==> src/hw/rtl/mbm_pkg.sv <==
`default_nettype none

package mbm_pkg;

  localparam int unsigned HOLD_REGS = 8;
  localparam int unsigned FRAME_MAX = 256;

  localparam int unsigned REG_IDX_W = (HOLD_REGS > 1) ? $clog2(HOLD_REGS) : 1;

  localparam logic [15:0] CRC_INIT  = 16'hFFFF;
  localparam logic [15:0] CRC_POLY  = 16'hA001;
  localparam logic [7:0]  FUNC_CODE = 8'h03;

  localparam logic [7:0] REQ_COUNT_HI = 8'((HOLD_REGS >> 8) & 255);
  localparam logic [7:0] REQ_COUNT_LO = 8'(HOLD_REGS & 255);

  localparam logic [8:0] FRAME_LIMIT = 9'(FRAME_MAX);
  localparam logic [8:0] MIN_LEN     = 9'(5 + 2 * HOLD_REGS);
  localparam logic [8:0] DATA_START  = 9'd3;
  localparam logic [8:0] DATA_END    = 9'(3 + 2 * HOLD_REGS);

  localparam logic [1:0] KIND_START   = 2'd0;
  localparam logic [1:0] KIND_BYTE    = 2'd1;
  localparam logic [1:0] KIND_IDLE    = 2'd2;
  localparam logic [1:0] KIND_TIMEOUT = 2'd3;

  localparam logic [1:0] OUT_TX     = 2'd0;
  localparam logic [1:0] OUT_REG    = 2'd1;
  localparam logic [1:0] OUT_STATUS = 2'd2;

  localparam logic [2:0] ST_OK        = 3'd0;
  localparam logic [2:0] ST_TIMEOUT   = 3'd1;
  localparam logic [2:0] ST_SHORT     = 3'd2;
  localparam logic [2:0] ST_BAD_ADDR  = 3'd3;
  localparam logic [2:0] ST_BAD_FUNC  = 3'd4;
  localparam logic [2:0] ST_CRC_ERROR = 3'd5;

  typedef struct packed {
    logic       init;
    logic       feed;
    logic [7:0] data;
  } crc_cmd_t;

endpackage

`default_nettype wire

==> src/hw/rtl/mbm_crc_serial.sv <==
`default_nettype none

module mbm_crc_serial
  import mbm_pkg::*;
(
  input  wire logic     clk_i,
  input  wire logic     rst_ni,
  input  wire crc_cmd_t cmd_i,
  output logic          busy_o,
  output logic [15:0]   crc_o
);

  logic [15:0] crc_q;
  logic [7:0]  sh_q;
  logic [2:0]  cnt_q;
  logic        busy_q;
  logic        fb;
  logic [15:0] crc_d;

  // one bit per cycle, lsb first
  assign fb    = crc_q[0] ^ sh_q[0];
  assign crc_d = {1'b0, crc_q[15:1]} ^ (fb ? CRC_POLY : 16'h0000);

  always_ff @(posedge clk_i or negedge rst_ni) begin
    if (!rst_ni) begin
      crc_q  <= CRC_INIT;
      sh_q   <= 8'h00;
      cnt_q  <= 3'd0;
      busy_q <= 1'b0;
    end else if (cmd_i.init) begin
      crc_q  <= CRC_INIT;
      busy_q <= 1'b0;
    end else if (cmd_i.feed) begin
      sh_q   <= cmd_i.data;
      cnt_q  <= 3'd0;
      busy_q <= 1'b1;
    end else if (busy_q) begin
      crc_q <= crc_d;
      sh_q  <= {1'b0, sh_q[7:1]};
      cnt_q <= cnt_q + 3'd1;
      if (cnt_q == 3'd7) begin
        busy_q <= 1'b0;
      end
    end
  end

  assign busy_o = busy_q;
  assign crc_o  = crc_q;

endmodule

`default_nettype wire

==> src/hw/rtl/mbm_reg_store.sv <==
`default_nettype none

module mbm_reg_store
  import mbm_pkg::*;
(
  input  wire logic                 clk_i,
  input  wire logic                 we_i,
  input  wire logic [REG_IDX_W-1:0] waddr_i,
  input  wire logic [15:0]          wdata_i,
  input  wire logic [REG_IDX_W-1:0] raddr_i,
  output logic [15:0]               rdata_o
);

  logic [15:0] mem_q [HOLD_REGS];
  logic [15:0] rdata_q;

  always_ff @(posedge clk_i) begin
    if (we_i) begin
      mem_q[waddr_i] <= wdata_i;
    end
    rdata_q <= mem_q[raddr_i];
  end

  assign rdata_o = rdata_q;

endmodule

`default_nettype wire

==> src/hw/rtl/modbus_fc03_master_frame_engine.sv <==
// Modbus RTU read-holding-registers master frame engine.
// Input channel (in_valid_i/in_ready_o) takes one item per transaction: start poll
// with a slave address, received byte, line idle, or response timeout.
// Output channel (out_valid_o/out_ready_i) returns result items from a single
// output register; last_o marks the final item caused by an input item.
// Config channel (cfg_valid_i/cfg_ready_o) writes start_register; it is always ready
// and should only be used while the block is idle.
// CRC-16 is computed by one bit-serial unit, one bit per cycle, so every byte
// fed to it keeps it busy until all its bits are shifted. A start item emits 8
// request bytes, the first six fed to the crc unit; each waits for the unit to be
// idle, and the next item is accepted after the last request byte is loaded.
// A received byte that feeds the crc holds off the next item until the unit is idle;
// others that emit nothing do not. Line idle and timeout items emit their results
// one per cycle from the cycle after acceptance while the receiver takes them.
// A stalled receiver holds the output register and the sequencer waits; the next
// input is accepted once the last result of the current item is loaded.
// After reset the block is idle and not receiving, counters are zero, the crc
// is 0xFFFF and start_register is zero.
`default_nettype none

module modbus_fc03_master_frame_engine
  import mbm_pkg::*;
(
  input  wire logic        clk_i,
  input  wire logic        rst_ni,
  input  wire logic        cfg_valid_i,
  output logic             cfg_ready_o,
  input  wire logic [15:0] cfg_data_i,
  input  wire logic        in_valid_i,
  output logic             in_ready_o,
  input  wire logic [1:0]  kind_i,
  input  wire logic [7:0]  slave_addr_i,
  input  wire logic [7:0]  rx_byte_i,
  output logic             out_valid_o,
  input  wire logic        out_ready_i,
  output logic [1:0]       out_kind_o,
  output logic [7:0]       tx_byte_o,
  output logic [5:0]       reg_index_o,
  output logic [15:0]      reg_value_o,
  output logic [2:0]       status_code_o,
  output logic [31:0]      good_count_o,
  output logic [31:0]      error_count_o,
  output logic             last_o
);

  typedef enum logic [1:0] {
    S_IDLE,
    S_TX,
    S_REGS,
    S_STATUS
  } state_e;

  state_e               state_q;
  logic [15:0]          start_reg_q;
  logic                 phase_q;
  logic [7:0]           exp_addr_q;
  logic [8:0]           byte_count_q;
  logic [15:0]          tail_q;
  logic [1:0]           flags_q;
  logic [7:0]           hold_q;
  logic [31:0]          ok_cnt_q;
  logic [31:0]          fail_cnt_q;
  logic [2:0]           tx_idx_q;
  logic [REG_IDX_W-1:0] ridx_q;
  logic [2:0]           code_q;

  logic                 out_valid_q;
  logic [1:0]           out_kind_q;
  logic [7:0]           tx_byte_q;
  logic [5:0]           reg_index_q;
  logic [15:0]          reg_value_q;
  logic [2:0]           status_q;
  logic [31:0]          good_q;
  logic [31:0]          err_q;
  logic                 last_q;

  crc_cmd_t             crc_cmd;
  logic                 crc_busy;
  logic [15:0]          crc_val;
  logic                 accept_in;
  logic                 out_free;
  logic                 byte_take;
  logic                 in_data;
  logic [8:0]           off;
  logic [7:0]           req_byte;
  logic [2:0]           check_code;
  logic                 store_we;
  logic [REG_IDX_W-1:0] store_raddr;
  logic [15:0]          store_rdata;

  assign cfg_ready_o = 1'b1;
  assign in_ready_o  = (state_q == S_IDLE) && !crc_busy;
  assign accept_in   = in_valid_i && in_ready_o;
  assign out_free    = !out_valid_q || out_ready_i;

  assign byte_take = accept_in && (kind_i == KIND_BYTE) && phase_q &&
                     (byte_count_q < FRAME_LIMIT);
  assign in_data   = (byte_count_q >= DATA_START) && (byte_count_q < DATA_END);
  assign off       = byte_count_q - DATA_START;
  assign store_we  = byte_take && in_data && off[0];

  // registered read runs one entry ahead while the registers are sent
  always_comb begin
    store_raddr = '0;
    if (state_q == S_REGS) begin
      store_raddr = out_free ? (ridx_q + REG_IDX_W'(1)) : ridx_q;
    end
  end

  always_comb begin
    unique case (tx_idx_q)
      3'd0:    req_byte = exp_addr_q;
      3'd1:    req_byte = FUNC_CODE;
      3'd2:    req_byte = start_reg_q[15:8];
      3'd3:    req_byte = start_reg_q[7:0];
      3'd4:    req_byte = REQ_COUNT_HI;
      3'd5:    req_byte = REQ_COUNT_LO;
      3'd6:    req_byte = crc_val[7:0];
      default: req_byte = crc_val[15:8];
    endcase
  end

  always_comb begin
    if (byte_count_q < MIN_LEN) begin
      check_code = ST_SHORT;
    end else if (!flags_q[0]) begin
      check_code = ST_BAD_ADDR;
    end else if (!flags_q[1]) begin
      check_code = ST_BAD_FUNC;
    end else if (crc_val != tail_q) begin
      check_code = ST_CRC_ERROR;
    end else begin
      check_code = ST_OK;
    end
  end

  always_comb begin
    crc_cmd = '0;
    if (accept_in && (kind_i == KIND_START)) begin
      crc_cmd.init = 1'b1;
    end
    if (byte_take && (byte_count_q >= 9'd2)) begin
      crc_cmd.feed = 1'b1;
      crc_cmd.data = tail_q[7:0];
    end
    if ((state_q == S_TX) && out_free && !crc_busy) begin
      if (tx_idx_q < 3'd6) begin
        crc_cmd.feed = 1'b1;
        crc_cmd.data = req_byte;
      end
      if (tx_idx_q == 3'd7) begin
        crc_cmd.init = 1'b1;
      end
    end
  end

  mbm_crc_serial u_crc (
    .clk_i  (clk_i),
    .rst_ni (rst_ni),
    .cmd_i  (crc_cmd),
    .busy_o (crc_busy),
    .crc_o  (crc_val)
  );

  mbm_reg_store u_store (
    .clk_i   (clk_i),
    .we_i    (store_we),
    .waddr_i (off[REG_IDX_W:1]),
    .wdata_i ({hold_q, rx_byte_i}),
    .raddr_i (store_raddr),
    .rdata_o (store_rdata)
  );

  always_ff @(posedge clk_i or negedge rst_ni) begin
    if (!rst_ni) begin
      state_q      <= S_IDLE;
      start_reg_q  <= 16'h0000;
      phase_q      <= 1'b0;
      exp_addr_q   <= 8'h00;
      byte_count_q <= 9'd0;
      tail_q       <= 16'h0000;
      flags_q      <= 2'b00;
      hold_q       <= 8'h00;
      ok_cnt_q     <= 32'd0;
      fail_cnt_q   <= 32'd0;
      tx_idx_q     <= 3'd0;
      ridx_q       <= '0;
      code_q       <= ST_OK;
      out_valid_q  <= 1'b0;
      out_kind_q   <= OUT_TX;
      tx_byte_q    <= 8'h00;
      reg_index_q  <= 6'd0;
      reg_value_q  <= 16'h0000;
      status_q     <= ST_OK;
      good_q       <= 32'd0;
      err_q        <= 32'd0;
      last_q       <= 1'b0;
    end else begin
      if (cfg_valid_i && cfg_ready_o) begin
        start_reg_q <= cfg_data_i;
      end
      if (out_valid_q && out_ready_i) begin
        out_valid_q <= 1'b0;
      end

      unique case (state_q)
        S_IDLE: begin
          if (accept_in) begin
            if (kind_i == KIND_START) begin
              phase_q      <= 1'b1;
              exp_addr_q   <= slave_addr_i;
              byte_count_q <= 9'd0;
              tail_q       <= 16'h0000;
              flags_q      <= 2'b00;
              hold_q       <= 8'h00;
              tx_idx_q     <= 3'd0;
              state_q      <= S_TX;
            end else if (phase_q) begin
              if (kind_i == KIND_BYTE) begin
                if (byte_take) begin
                  tail_q       <= {rx_byte_i, tail_q[15:8]};
                  byte_count_q <= byte_count_q + 9'd1;
                  if ((byte_count_q == 9'd0) && (rx_byte_i == exp_addr_q)) begin
                    flags_q[0] <= 1'b1;
                  end
                  if ((byte_count_q == 9'd1) && (rx_byte_i == FUNC_CODE)) begin
                    flags_q[1] <= 1'b1;
                  end
                  if (in_data && !off[0]) begin
                    hold_q <= rx_byte_i;
                  end
                end
              end else if (kind_i == KIND_TIMEOUT) begin
                phase_q    <= 1'b0;
                fail_cnt_q <= fail_cnt_q + 32'd1;
                code_q     <= ST_TIMEOUT;
                state_q    <= S_STATUS;
              end else begin
                phase_q <= 1'b0;
                code_q  <= check_code;
                if (check_code == ST_OK) begin
                  ok_cnt_q <= ok_cnt_q + 32'd1;
                  ridx_q   <= '0;
                  state_q  <= S_REGS;
                end else begin
                  fail_cnt_q <= fail_cnt_q + 32'd1;
                  state_q    <= S_STATUS;
                end
              end
            end
          end
        end
        S_TX: begin
          if (out_free && !crc_busy) begin
            out_valid_q <= 1'b1;
            out_kind_q  <= OUT_TX;
            tx_byte_q   <= req_byte;
            reg_index_q <= 6'd0;
            reg_value_q <= 16'h0000;
            status_q    <= ST_OK;
            good_q      <= 32'd0;
            err_q       <= 32'd0;
            last_q      <= (tx_idx_q == 3'd7);
            tx_idx_q    <= tx_idx_q + 3'd1;
            if (tx_idx_q == 3'd7) begin
              state_q <= S_IDLE;
            end
          end
        end
        S_REGS: begin
          if (out_free) begin
            out_valid_q <= 1'b1;
            out_kind_q  <= OUT_REG;
            tx_byte_q   <= 8'h00;
            reg_index_q <= 6'(ridx_q);
            reg_value_q <= store_rdata;
            status_q    <= ST_OK;
            good_q      <= 32'd0;
            err_q       <= 32'd0;
            last_q      <= 1'b0;
            ridx_q      <= ridx_q + REG_IDX_W'(1);
            if (ridx_q == REG_IDX_W'(HOLD_REGS - 1)) begin
              state_q <= S_STATUS;
            end
          end
        end
        S_STATUS: begin
          if (out_free) begin
            out_valid_q <= 1'b1;
            out_kind_q  <= OUT_STATUS;
            tx_byte_q   <= 8'h00;
            reg_index_q <= 6'd0;
            reg_value_q <= 16'h0000;
            status_q    <= code_q;
            good_q      <= ok_cnt_q;
            err_q       <= fail_cnt_q;
            last_q      <= 1'b1;
            state_q     <= S_IDLE;
          end
        end
        default: begin
          state_q <= S_IDLE;
        end
      endcase
    end
  end

  assign out_valid_o   = out_valid_q;
  assign out_kind_o    = out_kind_q;
  assign tx_byte_o     = tx_byte_q;
  assign reg_index_o   = reg_index_q;
  assign reg_value_o   = reg_value_q;
  assign status_code_o = status_q;
  assign good_count_o  = good_q;
  assign error_count_o = err_q;
  assign last_o        = last_q;

endmodule

`default_nettype wire

==> config.mk <==
export PLATFORM = sky130hd
export DESIGN_NAME = modbus_fc03_master_frame_engine
export DESIGN_NICKNAME = d
export VERILOG_FILES = /design/src/hw/rtl/mbm_pkg.sv /design/src/hw/rtl/mbm_crc_serial.sv /design/src/hw/rtl/mbm_reg_store.sv /design/src/hw/rtl/modbus_fc03_master_frame_engine.sv
export SDC_FILE = /design/constraint.sdc
export NUM_CORES = 1
export LEC_CHECK = 0
export ABC_AREA = 0
export BUFFER_PORTS_ARGS = -buffer_cell sky130_fd_sc_hd__buf_2
export CAP_MARGIN = 10
export CORE_MARGIN = 2
export CORE_UTILIZATION = 60
export DETAILED_ROUTE_END_ITERATION = 8
export PLACE_DENSITY_LB_ADDON = 0.05
export REMOVE_ABC_BUFFERS = 1
export SETUP_SLACK_MARGIN = 0.2
export SLEW_MARGIN = 20
export SYNTH_ARGS = -nofsm -noshare
export SYNTH_HDL_FRONTEND = slang
export SYNTH_HIERARCHICAL = 1
export SYNTH_SLANG_ARGS = --single-unit
==> constraint.sdc <==
create_clock -name clk_i -period 3.95 [get_ports clk_i]
set_clock_uncertainty 0.1 [all_clocks]
set_input_delay 0.395 -clock clk_i [delete_from_list [all_inputs] [get_ports clk_i]]
set_output_delay 0.395 -clock clk_i [all_outputs]
set_load 0.05 [all_outputs]
Word level (Yosys, flattened, before mapping)
Memories as Yosys holds them, arrays and structs flattened. A register that Yosys moved wholly into a read port is not among the register bits.
Cells that the tools add are included.
{"block": "op_classes", "n_addsub": 7, "order_cmp": 6, "eq_ne": 35, "n_mux": 107, "bitwise_logic": 6, "reduce_logical": 55}
{"operator": "32-bit two-way mux", "n": 6}
{"operator": "32-bit one-hot mux with 3 select lines", "n": 2}
{"operator": "16-bit two-way mux", "n": 11}
{"operator": "8-bit two-way mux", "n": 9}
{"operator": "32-bit by 1-bit adder with 32-bit output, second input constant", "n": 2}
{"operator": "3-bit two-way mux", "n": 21}
{"operator": "8-bit one-hot mux with 7 select lines", "n": 1}
{"operator": "9-bit two-way mux", "n": 6}
{"operator": "16-bit one-hot mux with 3 select lines", "n": 1}
{"operator": "2-bit two-way mux", "n": 16}
{"operator": "6-bit AND reduction", "n": 4}
{"operator": "2-bit nonzero test", "n": 11}
{"operator": "1-bit two-way mux", "n": 21}
{"operator": "3-bit == test, second input constant", "n": 6}
{"operator": "9-bit by 2-bit greater-or-equal comparator with 1-bit output, second input constant", "n": 2}
{"operator": "9-bit by 5-bit less-than comparator with 1-bit output, second input constant", "n": 2}
{"operator": "6-bit two-way mux", "n": 3}
{"operator": "6-bit one-hot mux with 3 select lines", "n": 1}
{"operator": "1-bit logical AND", "n": 17}
{"operator": "16-bit inequality test", "n": 1}
{"operator": "2-bit inequality test, second input constant", "n": 8}
{"operator": "8-bit one-hot mux with 2 select lines", "n": 1}
{"operator": "15-bit by 16-bit XOR with 16-bit output", "n": 1}
{"operator": "2-bit by 1-bit inequality test with 1-bit output, second input constant", "n": 7}
{"operator": "36 further kinds", "n": 56}
{"block": "totals", "regBits": 264, "ramBits": 128, "output_inout_bits": 103, "word_cells": 244, "memories": 1}
{"memory": "u_store.mem_q", "words": 8, "width": 16, "read_ports": 1, "rd_clocked_by_memory_dff": 1, "wr": 1, "line": "mbm_reg_store.sv:14", "text": "logic [15:0] mem_q [HOLD_REGS];"}

Logic depth before layout (Yosys ltp)
Gate-level depths: netlist of run 1.
{"block": "depth", "ltp_word": 13, "depth_mapped": 11, "mapped_depth_nobuf": 10}

Hierarchy
The synthesis of run 1 kept the hierarchy.
{"module": "modbus_fc03_master_frame_engine", "instances": 1, "cells_per_inst": 942, "area_per_inst_um2": 10747.8}
{"module": "mbm_reg_store", "instances": 1, "cells_per_inst": 214, "area_per_inst_um2": 5293.8}
{"module": "mbm_crc_serial", "instances": 1, "cells_per_inst": 135, "area_per_inst_um2": 1326.3}

Worst setup path after synthesis of run 1
Ideal clock, no wire load.
{"block": "synth_timing", "kind": "reg-to-reg", "from": "register state_q[0]", "to": "memory u_store.mem_q[0][0] (enable)", "arrival_ps": 3044, "required_time_ps": 3441, "path_slack_ps": 397, "path_stages_with_launch": 9, "n_path_buf": 2, "cell_sequence": "dfrtp_1 buf_6 or4b_4 buf_6 nor3_1 nand2_1 nor3_1 nand2b_1 nor3_1"}
{"block": "synth_between", "elab_chain_len": 10}
{"element": "start, declared", "line": "modbus_fc03_master_frame_engine.sv:53", "text": "state_e state_q;"}
{"element": "start signal, assigned", "line": "modbus_fc03_master_frame_engine.sv:176", "text": "state_q <= S_IDLE;"}
{"element": "start signal, assigned", "line": "modbus_fc03_master_frame_engine.sv:217", "text": "state_q <= S_TX;"}
{"element": "start signal, assigned", "line": "modbus_fc03_master_frame_engine.sv:237", "text": "state_q <= S_STATUS;"}
{"element": "2-bit logical NOT", "line": "modbus_fc03_master_frame_engine.sv:92", "text": "assign in_ready_o = (state_q == S_IDLE) && !crc_busy;"}
{"element": "1-bit logical AND", "line": "modbus_fc03_master_frame_engine.sv:92"}
{"element": "1-bit logical AND", "line": "modbus_fc03_master_frame_engine.sv:93", "text": "assign accept_in = in_valid_i && in_ready_o;"}
{"element": "1-bit logical AND (3 in a row)", "line": "modbus_fc03_master_frame_engine.sv:96", "text": "assign byte_take = accept_in && (kind_i == KIND_BYTE) && phase_q &&"}
{"element": "1-bit logical AND (2 in a row)", "line": "modbus_fc03_master_frame_engine.sv:100", "text": "assign store_we = byte_take && in_data && off[0];"}
{"element": "net store_we", "line": "modbus_fc03_master_frame_engine.sv:87", "text": "logic store_we;"}
{"element": "1-bit two-way mux", "line": "mbm_reg_store.sv:18", "text": "if (we_i) begin"}
{"element": "1-bit two-way mux (implied by the code)", "line": "mbm_reg_store.sv:19", "text": "mem_q[waddr_i] <= wdata_i;"}
{"element": "end, declared", "line": "mbm_reg_store.sv:14"}
The timed path passes the listed nets, and every way through them passes these cells.

Worst setup path after layout of run 1
{"block": "layout_timing", "from": "register state_q[0]", "to": "memory u_store.mem_q[4][6] (enable)"}
The elaborated chain is that of the path after synthesis.

==> results.yml, run 1 <==
synth:
  post_synthesis_instance_area_um2: 17370
  yosys_most_used_dff: "dfrtp_1"
  yosysSeqAreaShare_pct: 61.70
  synth_cells: 1291
  ys_warn_count: 6
  synth.largest_area_cell: "dfrtp_1"
  yosysTopAreaCellShare_pct: 35.30
  synth-async-reset-ratio_pct: 64.44
  synth_area_leaders: "dfrtp_1 35%, edfxtp_1 22%, a22o_1 4.6%, mux4_1 4.2%, xnor2_1 3.1%"
  syn_area_per_cell_um2: 13.45
  ys_types: 72
  ys_seq_elements: 405
  synth_enable_flop_cells: 128
job:
  maxCapViolCount: 0
setup_path:
  critical_path.cell_chain: "or4b_4, nor3_1, nand2_1, nor3_1, nand2_1, nor3_2, buf_4"
  path_max_fanout: 11
  timing.critical_path.to_type: "register"
  cp_num_cells: 7
  cp_arrival_ns: 3.50
  timing.setup.critical_path_class: "register to register"
  crit_required_ns: 4.08
  crit_buf_inv: 1
  cp-start-kind: "register"
  cpMaxStageDelayCell: "or4b_4"
  max_stage_delay_ns: 0.67
  critical-path-top-delay-family: "simple AND/OR/NAND/NOR gates"
  r2r_cells: 7
cells_and_area:
  final_cell_mix: "245 x dfrtp_1, 136 x buf_2, 128 x edfxtp_1"
  mostFrequentLayoutCell: "dfrtp_1"
  count_of_antenna_diodes_in_the_layout: 0
  drive_gt1_share_pct: 22.55
  final-instance-count-excl-fill: 1856
  area_growth_pct: 14.82
  final_core_utilization_pct: 69.67
  num-nets-final: 1495
cts:
  post-cts-setup-buffer-count: 0
  cts_tree: "done"
  cts_root_buffer: "clkbuf_16"
  tritoncts_num_sinks: 405
  numCtsBuffers: 42
  clkTransAtPathRegs_ns: 0.06
  cts.htree.levels: 2
  largest_buffer_count_on_any_clock_path: 3
  worstSkewPairLatency_ns: 0.53
sta:
  grt_setup_unrepaired: "false"
  timing.final.hold_violations: 0
  fmax_mhz: 297.1
  max_slew.worst_pin.slew_ns: 0.9702
  slew-limit-headroom_pct: 35.19
  final.period_utilization_pct: 85.21
  report.final.slew_viol_count: 0
  setup-violations-final: 0
  finalWorstPathRequiredPeriod_ns: 3.366
floorplan:
  initial_utilization_pct: 60.67
  core_area_um2: 28630
  die_x_um: 174.1
  io-pin-count: 142
  die_height_um: 174.1
  rows: 62
  design.die.area_um2: 30320
drt:
  ant_nets: 0
  vias_after_detailed_routing: 11120
  detail_route.first_pass.iterations: 5
  detail_route.wl_per_cell_um: 20.51
  drt-total-wl_um: 38060
  drc_viols: 0
  drtIter0Drc: 992
  viasPerCell: 5.992
global_routing:
  grt_start_max_net_pins: 98
  grtUsageTotal_pct: 25.42
  wire_length_of_the_first_global_routing_pass_um: 61140
  antenna_violations_before_repair: 0
  globalRouteOverflowTotal: 0
  grt_pass1_vias: 10950
placed_design:
  dp_hpwl_um: 24750
  port-buffer-count: 137
  routabilityCongestion: 0.8458
  dpl.cell_count: 1760
power_and_ir_drop:
  vdd.ir_drop.worst_mv: 0.5681
  power.leakage_uw: 0.008633
  p_per_area_nw_per_um2: 662.6
min_path:
  hold_removal_path_class: "input port to register"
  cell_count_of_the_worst_hold_path: 2
run_status:
  status: "finished clean"
==> final timing paths <==
path | from | to | slack (ns)
max reg2reg | state_q[0]$_DFFE_PN0P_ | u_store/mem_q[4][6]$_DFFE_PP_ | 0.58
max | state_q[0]$_DFFE_PN0P_ | u_store/mem_q[4][6]$_DFFE_PP_ | 0.58
max in group asynchronous | rst_ni | u_crc/crc_o[14]$_DFFE_PN1P_ | 2.43
min | cfg_data_i[7] | start_reg_q[7]$_DFFE_PN0P_ | 0.02
min in group asynchronous | rst_ni | reg_value_o[11]$_DFFE_PN0P_ | 0.37
min reg2reg | u_store/rdata_o[9]$_DFF_P_ | reg_value_o[9]$_DFFE_PN0P_ | 0.35
==> logic make-up after synthesis <==
family / after synthesis / synth area share (%)
other: 2 / 0.04324
adder cells (fa/ha/maj): 15 / 1.081
AND/OR/NAND/NOR: 339 / 10.60
multiplexers: 81 / 7.917
AO/OA/AOI/OAI: 254 / 11.08
XOR/XNOR: 97 / 4.892
buffers and inverters: 98 / 2.687
flip-flops: 405 / 61.70
==> state kept, by name (all words and copies together) (netlist names), 3 cells and up <==
signal	flops
exp_addr_q	8
start_reg_q	16
tail_q	16
u_store/rdata_o	16
tx_byte_o	8
error_count_o	32
code_q	3
u_crc/crc_o	16
reg_value_o	16
good_count_o	32
tx_idx_q	3
u_crc/cnt_q	3
u_crc/sh_q	8
hold_q	8
status_code_o	3
reg_index_o	3
byte_count_q	9
fail_cnt_q	32
ridx_q	3
u_store/mem_q	128
ok_cnt_q	32
==> report_power, final <==
group	switching, uW	internal [uW]
combinational	2380	1420
clock	1550	2130
sequential	645	5080
total	4580	8630
==> metrics by stage <==
| step | total power (uW) | TNS (ns) | hold slack, ns | setup slack, ns | instance area, um2 |
|---|---|---|---|---|---|
| 5_1_grt | 13870 | 0 | 0.01948 | 0.3888 | 19940 |
| 2_1_floorplan | 8300 | -50.09 | -0.0005911 | -0.5278 | 16960 |
| 6_report | 13210 | 0 | 0.02447 | 0.5843 | 19940 |
| 3_3_place_gp | 9488 | 0 | 0.3276 | 0.6945 | 18440 |
| 4_1_cts | 13290 | 0 | 0.004336 | 0.5927 | 19930 |
| 3_5_place_dp | 9573 | 0 | 0.3280 | 0.5861 | 18440 |
==> cells in the mapped netlist (all sizes together) (17+ instances only) <==
master,count
a21oi,27
a22o,91
and3,17
buf,42
clkbuf,43
dfrtp,245
edfxtp,128
mux2,47
mux4,32
nand2,108
nand3,20
nand4,50
nor2,45
nor3,19
o21ai,58
xnor2,61
xor2,36
==> cell type report <==
type	instances	area, um2
flip-flops and latches	405	10720
fillers	2024	8683
multi-input cells	790	6250
repair buffers	189	1164
clock buffers	55	1161
well taps	384	480.5
clock inverters	20	122.6
inverters	13	48.80
==> metal layers <==
metal | global-route usage (%) | vias up | wire, um | part of all wire [%]
met4 | 6.057 | 0 | 644 | 1.7
li1 | - | 5184 | - | -
met3 | 3.346 | 47 | 1732 | 4.6
met5 | 0 | - | 0 | 0
met2 | 40.72 | 291 | 18150 | 48
met1 | 37.59 | 5599 | 17540 | 46
==> what timing repair did <==
| action | 4_1_cts | 5_1_grt |
|---|---|---|
| gates resized for setup | 0 | 0 |
| hold buffers | 21 | 0 |
| hold endpoints to repair | 97 | 0 |
Power figures use the tool's default switching activity.
==> run 2: changes to the inputs <==
- CORE_UTILIZATION: 60 -> 35
- PLACE_DENSITY: unset -> 0.61
- PLACE_DENSITY_LB_ADDON: 0.05 -> unset
==> results.yml, run 2 (same netlist as run 1, synthesis figures left out) <==
drt:
  viasPerCell: 5.243
  ant_nets: 0
  vias_after_detailed_routing: 11260
  drt-total-wl_um: 41100
  detail_route.first_pass.iterations: 5
  drtIter0Drc: 757
  detail_route.wl_per_cell_um: 19.13
  drc_viols: 0
cells_and_area:
  final-instance-count-excl-fill: 2148
  final_cell_mix: "245 x dfrtp_1, 136 x buf_2, 128 x edfxtp_1"
  mostFrequentLayoutCell: "dfrtp_1"
  nFillCells: 4492
  drive_gt1_share_pct: 23.11
  num-nets-final: 1502
  area_growth_pct: 18.34
  largest_register_ffs: 128
  count_of_antenna_diodes_in_the_layout: 0
  max_flop_register: "u_store/mem_q"
cts:
  worstSkewPairLatency_ns: 0.56
  cts_tree: "done"
  largest_buffer_count_on_any_clock_path: 3
  numCtsBuffers: 45
  post-cts-setup-buffer-count: 0
  clkTransAtPathRegs_ns: 0.06
  post_cts_resized: 0
  hold_buffers: 25
  tritoncts_num_sinks: 405
  cts.htree.levels: 2
  cts_root_buffer: "clkbuf_16"
global_routing:
  globalRouteOverflowTotal: 0
  grtUsageTotal_pct: 16.10
  grt_pass1_vias: 11040
  antenna_violations_before_repair: 1
  wire_length_of_the_first_global_routing_pass_um: 64600
  grt_start_max_net_pins: 105
setup_path:
  timing.setup.critical_path_class: "register to register"
  critical_path.endpoint: "u_crc/crc_o[0]$_DFFE_PN1P_"
  cp_arrival_ns: 3.62
  critical_path.cell_chain: "buf_4, or4b_4, nor3_1, nand2_1, o21ai_1, nand2b_1, buf_4, nor3_1, or3b_1"
  crit_path_start: "state_q[1]$_DFFE_PN0P_"
  max_stage_delay_ns: 0.66
  crit_required_ns: 4.33
  r2r_cells: 9
  worstReg2RegStart: "state_q[1]$_DFFE_PN0P_"
  timing.critical_path.to_type: "register"
  setup.reg_to_reg.worst_slack_ns: 0.71
  worstReg2RegEnd: "u_crc/crc_o[0]$_DFFE_PN1P_"
  path_max_fanout: 19
  cpMaxStageDelayCell: "or4b_4"
  cp-start-kind: "register"
placed_design:
  dp_hpwl_um: 27280
  dpl.cell_count: 2039
  port-buffer-count: 137
  routabilityCongestion: 0.8036
sta:
  max_slew.worst_pin.slew_ns: 1.001
  grt_setup_unrepaired: "false"
  slew-limit-headroom_pct: 33.22
  timing.final.hold_violations: 0
  setup-violations-final: 0
  fmax_mhz: 309.0
  report.final.slew_viol_count: 0
  finalWorstPathRequiredPeriod_ns: 3.236
  final.period_utilization_pct: 81.92
  setup_tns_ns: 0
floorplan:
  initial_utilization_pct: 35.48
  rows: 81
  io-pin-count: 142
  die_x_um: 226.8
  die_height_um: 226.8
  design.die.area_um2: 51420
  core_area_um2: 48950
job:
  maxCapViolCount: 0
power_and_ir_drop:
  p_per_area_nw_per_um2: 671.5
  power.leakage_uw: 0.008752
  vdd.ir_drop.worst_mv: 0.5330
run_status:
  status: "finished clean"
min_path:
  hold_removal_path_class: "input port to register"
-- run 2: cell count changes in the layout (fill, tap and decap cells not counted), moves of 2 or more --
cell	before	now
dlygate4sd3_1	21	25
clkbuf_1	8	12
clkinv_2	10	5
clkbuf_8	4	11
inv_6	1	3
clkinv_4	0	2
clkinv_1	7	0
clkbuf_16	43	46
-- run 2: metal layers --
layer  vias to the layer above  share of wire [%]  GRT usage [%]
li1                       5203                  -              -
met1                      5715                 47          22.56
met2                       270                 46          25.28
met3                        72                4.5          2.890
met4                         2                2.7          5.242
met5                         -              0.019              0
-- run 2: area by class of cell --
class                           count  area (um2)  area share (%)
Sequential cell                   405       10720           52.13
Multi-Input combinational cell    790        6245           30.38
Clock buffer                       69        1348           6.556
Timing Repair Buffer              193        1224           5.954
Tap cell                          664       830.8           4.042
Clock inverter                     14       142.6          0.6940
Inverter                           13       48.80          0.2374
-- run 2: worst min path at each step --
stage,slack (ns),start,to,cells past startpoint
after detailed placement,0.34,u_store/rdata_o[7]$_DFF_P_,reg_value_o[7]$_DFFE_PN0P_,1
after CTS,0.03,kind_i[1],phase_q$_DFFE_PN0P_,2
after global routing,0.04,kind_i[1],phase_q$_DFFE_PN0P_,2
after floorplan,-0.0006,rst_ni,byte_count_q[0]$_DFFE_PN0P_,0
after global placement,0.34,u_store/rdata_o[14]$_DFF_P_,reg_value_o[14]$_DFFE_PN0P_,1
final,0.06,kind_i[1],phase_q$_DFFE_PN0P_,2
-- run 2: where the power goes --
| group | leakage (uW) | switching, uW | internal [uW] |
|---|---|---|---|
| Sequential | 0.00473 | 687 | 5090 |
| Combinational | 0.00329 | 2410 | 1460 |
| Clock | 0.000734 | 1670 | 2490 |
-- run 2: stage by stage --
stage,cell area [um2],util (%),setup slack (ns),hold slack (ns),power [uW]
finish,20550,41.99,0.7140,0.05637,13800
global route,20550,41.99,0.5062,0.04065,14500
CTS,20530,41.93,0.6993,0.02568,13910
detailed placement,18790,38.38,0.7324,0.3398,9672
global placement,18780,38.36,0.8257,0.3383,9552
floorplan,16960,-,-0.5278,-0.0005911,8300
-- run 2: worst max-delay path, delay by kind of cell, from the launching register on --
kind / cells / cell delay (ns)
DFF: 1 / 0.35
and+or+nand+nor: 6 / 1.78
AOI/OAI and AO/OA: 1 / 0.52
buffers and inverters: 2 / 0.39
==> run 3: changes to the inputs <==
- clock period: 3.95 -> 3.3 ns (I/O delays scaled with it)
==> results.yml, run 3 (same netlist as run 1, synthesis figures left out) <==
run_status:
  status: "finished clean"
global_routing:
  antenna_violations_before_repair: 2
  grt_start_max_net_pins: 87
  grtUsageTotal_pct: 16.34
  wire_length_of_the_first_global_routing_pass_um: 65960
  globalRouteOverflowTotal: 0
  grt_pass1_vias: 11310
floorplan:
  design.die.area_um2: 51420
  io-pin-count: 142
  rows: 81
  die_x_um: 226.8
  initial_utilization_pct: 35.48
  core_area_um2: 48950
  die_height_um: 226.8
sta:
  slew-limit-headroom_pct: 32.52
  fmax_mhz: 353.4
  timing.final.hold_violations: 0
  final.period_utilization_pct: 85.75
  finalWorstPathRequiredPeriod_ns: 2.830
  grt_setup_unrepaired: "false"
  setup-violations-final: 0
  report.final.slew_viol_count: 0
  max_slew.worst_pin.slew_ns: 1.010
placed_design:
  placement.cell_area_um2: 18880
  port-buffer-count: 137
  routabilityCongestion: 0.8300
  dp_hpwl_um: 27200
cts:
  clkTransAtPathRegs_ns: 0.06
  tritoncts_num_sinks: 405
  largest_buffer_count_on_any_clock_path: 3
  cts_tree: "done"
  worstSkewPairLatency_ns: 0.57
  post-cts-setup-buffer-count: 0
  cts.htree.levels: 2
  numCtsBuffers: 44
  cts_root_buffer: "clkbuf_16"
power_and_ir_drop:
  power.switching_fraction_pct: 35.04
  combPwrFrac_pct: 28.6
  p_per_area_nw_per_um2: 791.4
  p_clk_share_pct: 29.2
  power.leakage_uw: 0.008733
  finalPower_uw: 16260
  sequentialPowerShare_pct: 42.2
  power_switching_uw: 5696
  internal_power_uw: 10560
  vdd.ir_drop.worst_mv: 0.4169
drt:
  detail_route.wl_per_cell_um: 19.22
  ant_nets: 0
  viasPerCell: 5.236
  detail_route.first_pass.iterations: 5
  drtIter0Drc: 832
  drt-total-wl_um: 41380
  drc_viols: 0
  vias_after_detailed_routing: 11270
min_path:
  hold_removal_path_class: "input port to register"
  beginning_of_the_worst_hold_path: "rx_byte_i[4]"
  cell_count_of_the_worst_hold_path: 1
  hold_path_end: "u_store/mem_q[7][4]$_DFFE_PP_"
cells_and_area:
  nFillCells: 4450
  final_cell_mix: "245 x dfrtp_1, 136 x buf_2, 128 x edfxtp_1"
  max_flop_register: "u_store/mem_q"
  final_cell_area_um2: 20540
  mostFrequentLayoutCell: "dfrtp_1"
  drive_gt1_share_pct: 23.45
  largest_register_ffs: 128
  num-nets-final: 1509
  area_growth_pct: 18.28
setup_path:
  timing.critical_path.to_type: "register"
  cp_arrival_ns: 2.98
  worstReg2RegEnd: "u_store/mem_q[4][0]$_DFFE_PP_"
  timing.setup.critical_path_class: "register to register"
  crit_required_ns: 3.45
  crit_path_start: "state_q[1]$_DFFE_PN0P_"
  cp-start-kind: "register"
  setup.reg_to_reg.worst_slack_ns: 0.47
  worstReg2RegStart: "state_q[1]$_DFFE_PN0P_"
  r2r_cells: 7
  path_max_fanout: 14
job:
  maxCapViolCount: 0
-- run 3: cell type report --
class | count | area [um2] | area share, %
Tap cell | 664 | 830.8 | 4.044
Timing Repair Buffer | 201 | 1304 | 6.347
Clock inverter | 21 | 187.7 | 0.9136
Sequential cell | 405 | 10720 | 52.16
Inverter | 13 | 48.80 | 0.2375
Antenna cell | 1 | 2.502 | 0.01218
Multi-Input combinational cell | 790 | 6250 | 30.42
Clock buffer | 58 | 1204 | 5.859
-- run 3: how the worst max path moves through the flow --
stage / to / depth (start not counted) / slack (ns)
after CTS: u_store/mem_q[4][14]$_DFFE_PP_ / 7 / 0.36
after global routing: u_store/mem_q[4][0]$_DFFE_PP_ / 7 / 0.29
after global placement: u_store/mem_q[4][15]$_DFFE_PP_ / 7 / 0.45
after floorplan: error_count_o[0]$_DFFE_PN0P_ / 3 / -1.18
after detailed placement: u_store/mem_q[4][0]$_DFFE_PP_ / 7 / 0.39
final: u_store/mem_q[4][0]$_DFFE_PP_ / 7 / 0.47
-- run 3: stage by stage --
| step | hold WS [ns] | utilization (%) | TNS, ns | setup WS [ns] | std cells |
|---|---|---|---|---|---|
| floorplan | -0.06559 | - | -165.99 | -1.178 | 1208 |
| global placement | 0.2604 | 38.56 | 0 | 0.4474 | 2047 |
| detailed placement | 0.2630 | 38.58 | 0 | 0.3942 | 2047 |
| CTS | 0.01344 | 41.95 | 0 | 0.3646 | 2152 |
| global route | 0.02195 | 41.97 | 0 | 0.2859 | 2153 |
| finish | 0.03812 | 41.97 | 0 | 0.4703 | 2153 |
-- run 3: power by group through the flow --
stage | Sequential [uW] | Clock [uW] | Combinational (uW)
after global placement | 6920 | 0 | 4540
final | 6850 | 4750 | 4650
after detailed placement | 6940 | 0 | 4630
after global routing | 6960 | 5070 | 5100
after floorplan | 7330 | 0 | 2600
after CTS | 6850 | 4880 | 4680
-- run 3: worst max-delay path, cell delays in order, from the launching register on --
cell,delay [ns]
dfrtp_1,0.38
or4b_4,0.54
nor3_1,0.33
nand2_1,0.18
nor3_2,0.27
nand2_1,0.17
nor3_2,0.25
buf_4,0.31
-- run 3: layer usage --
metal / vias to the layer above / GRT usage [%] / routed length (um)
met4: 2 / 4.499 / 803
met1: 5751 / 23.07 / 19260
met2: 258 / 25.84 / 19440
met5: - / 0 / 7
met3: 56 / 2.942 / 1864
li1: 5207 / - / -
-- run 3: what timing repair did --
action / CTS / global route
hold buffers: 26 / 0
endpoints found under the setup margin: 0 / 14
gates resized for setup: 0 / 1
hold endpoints to repair: 103 / 0
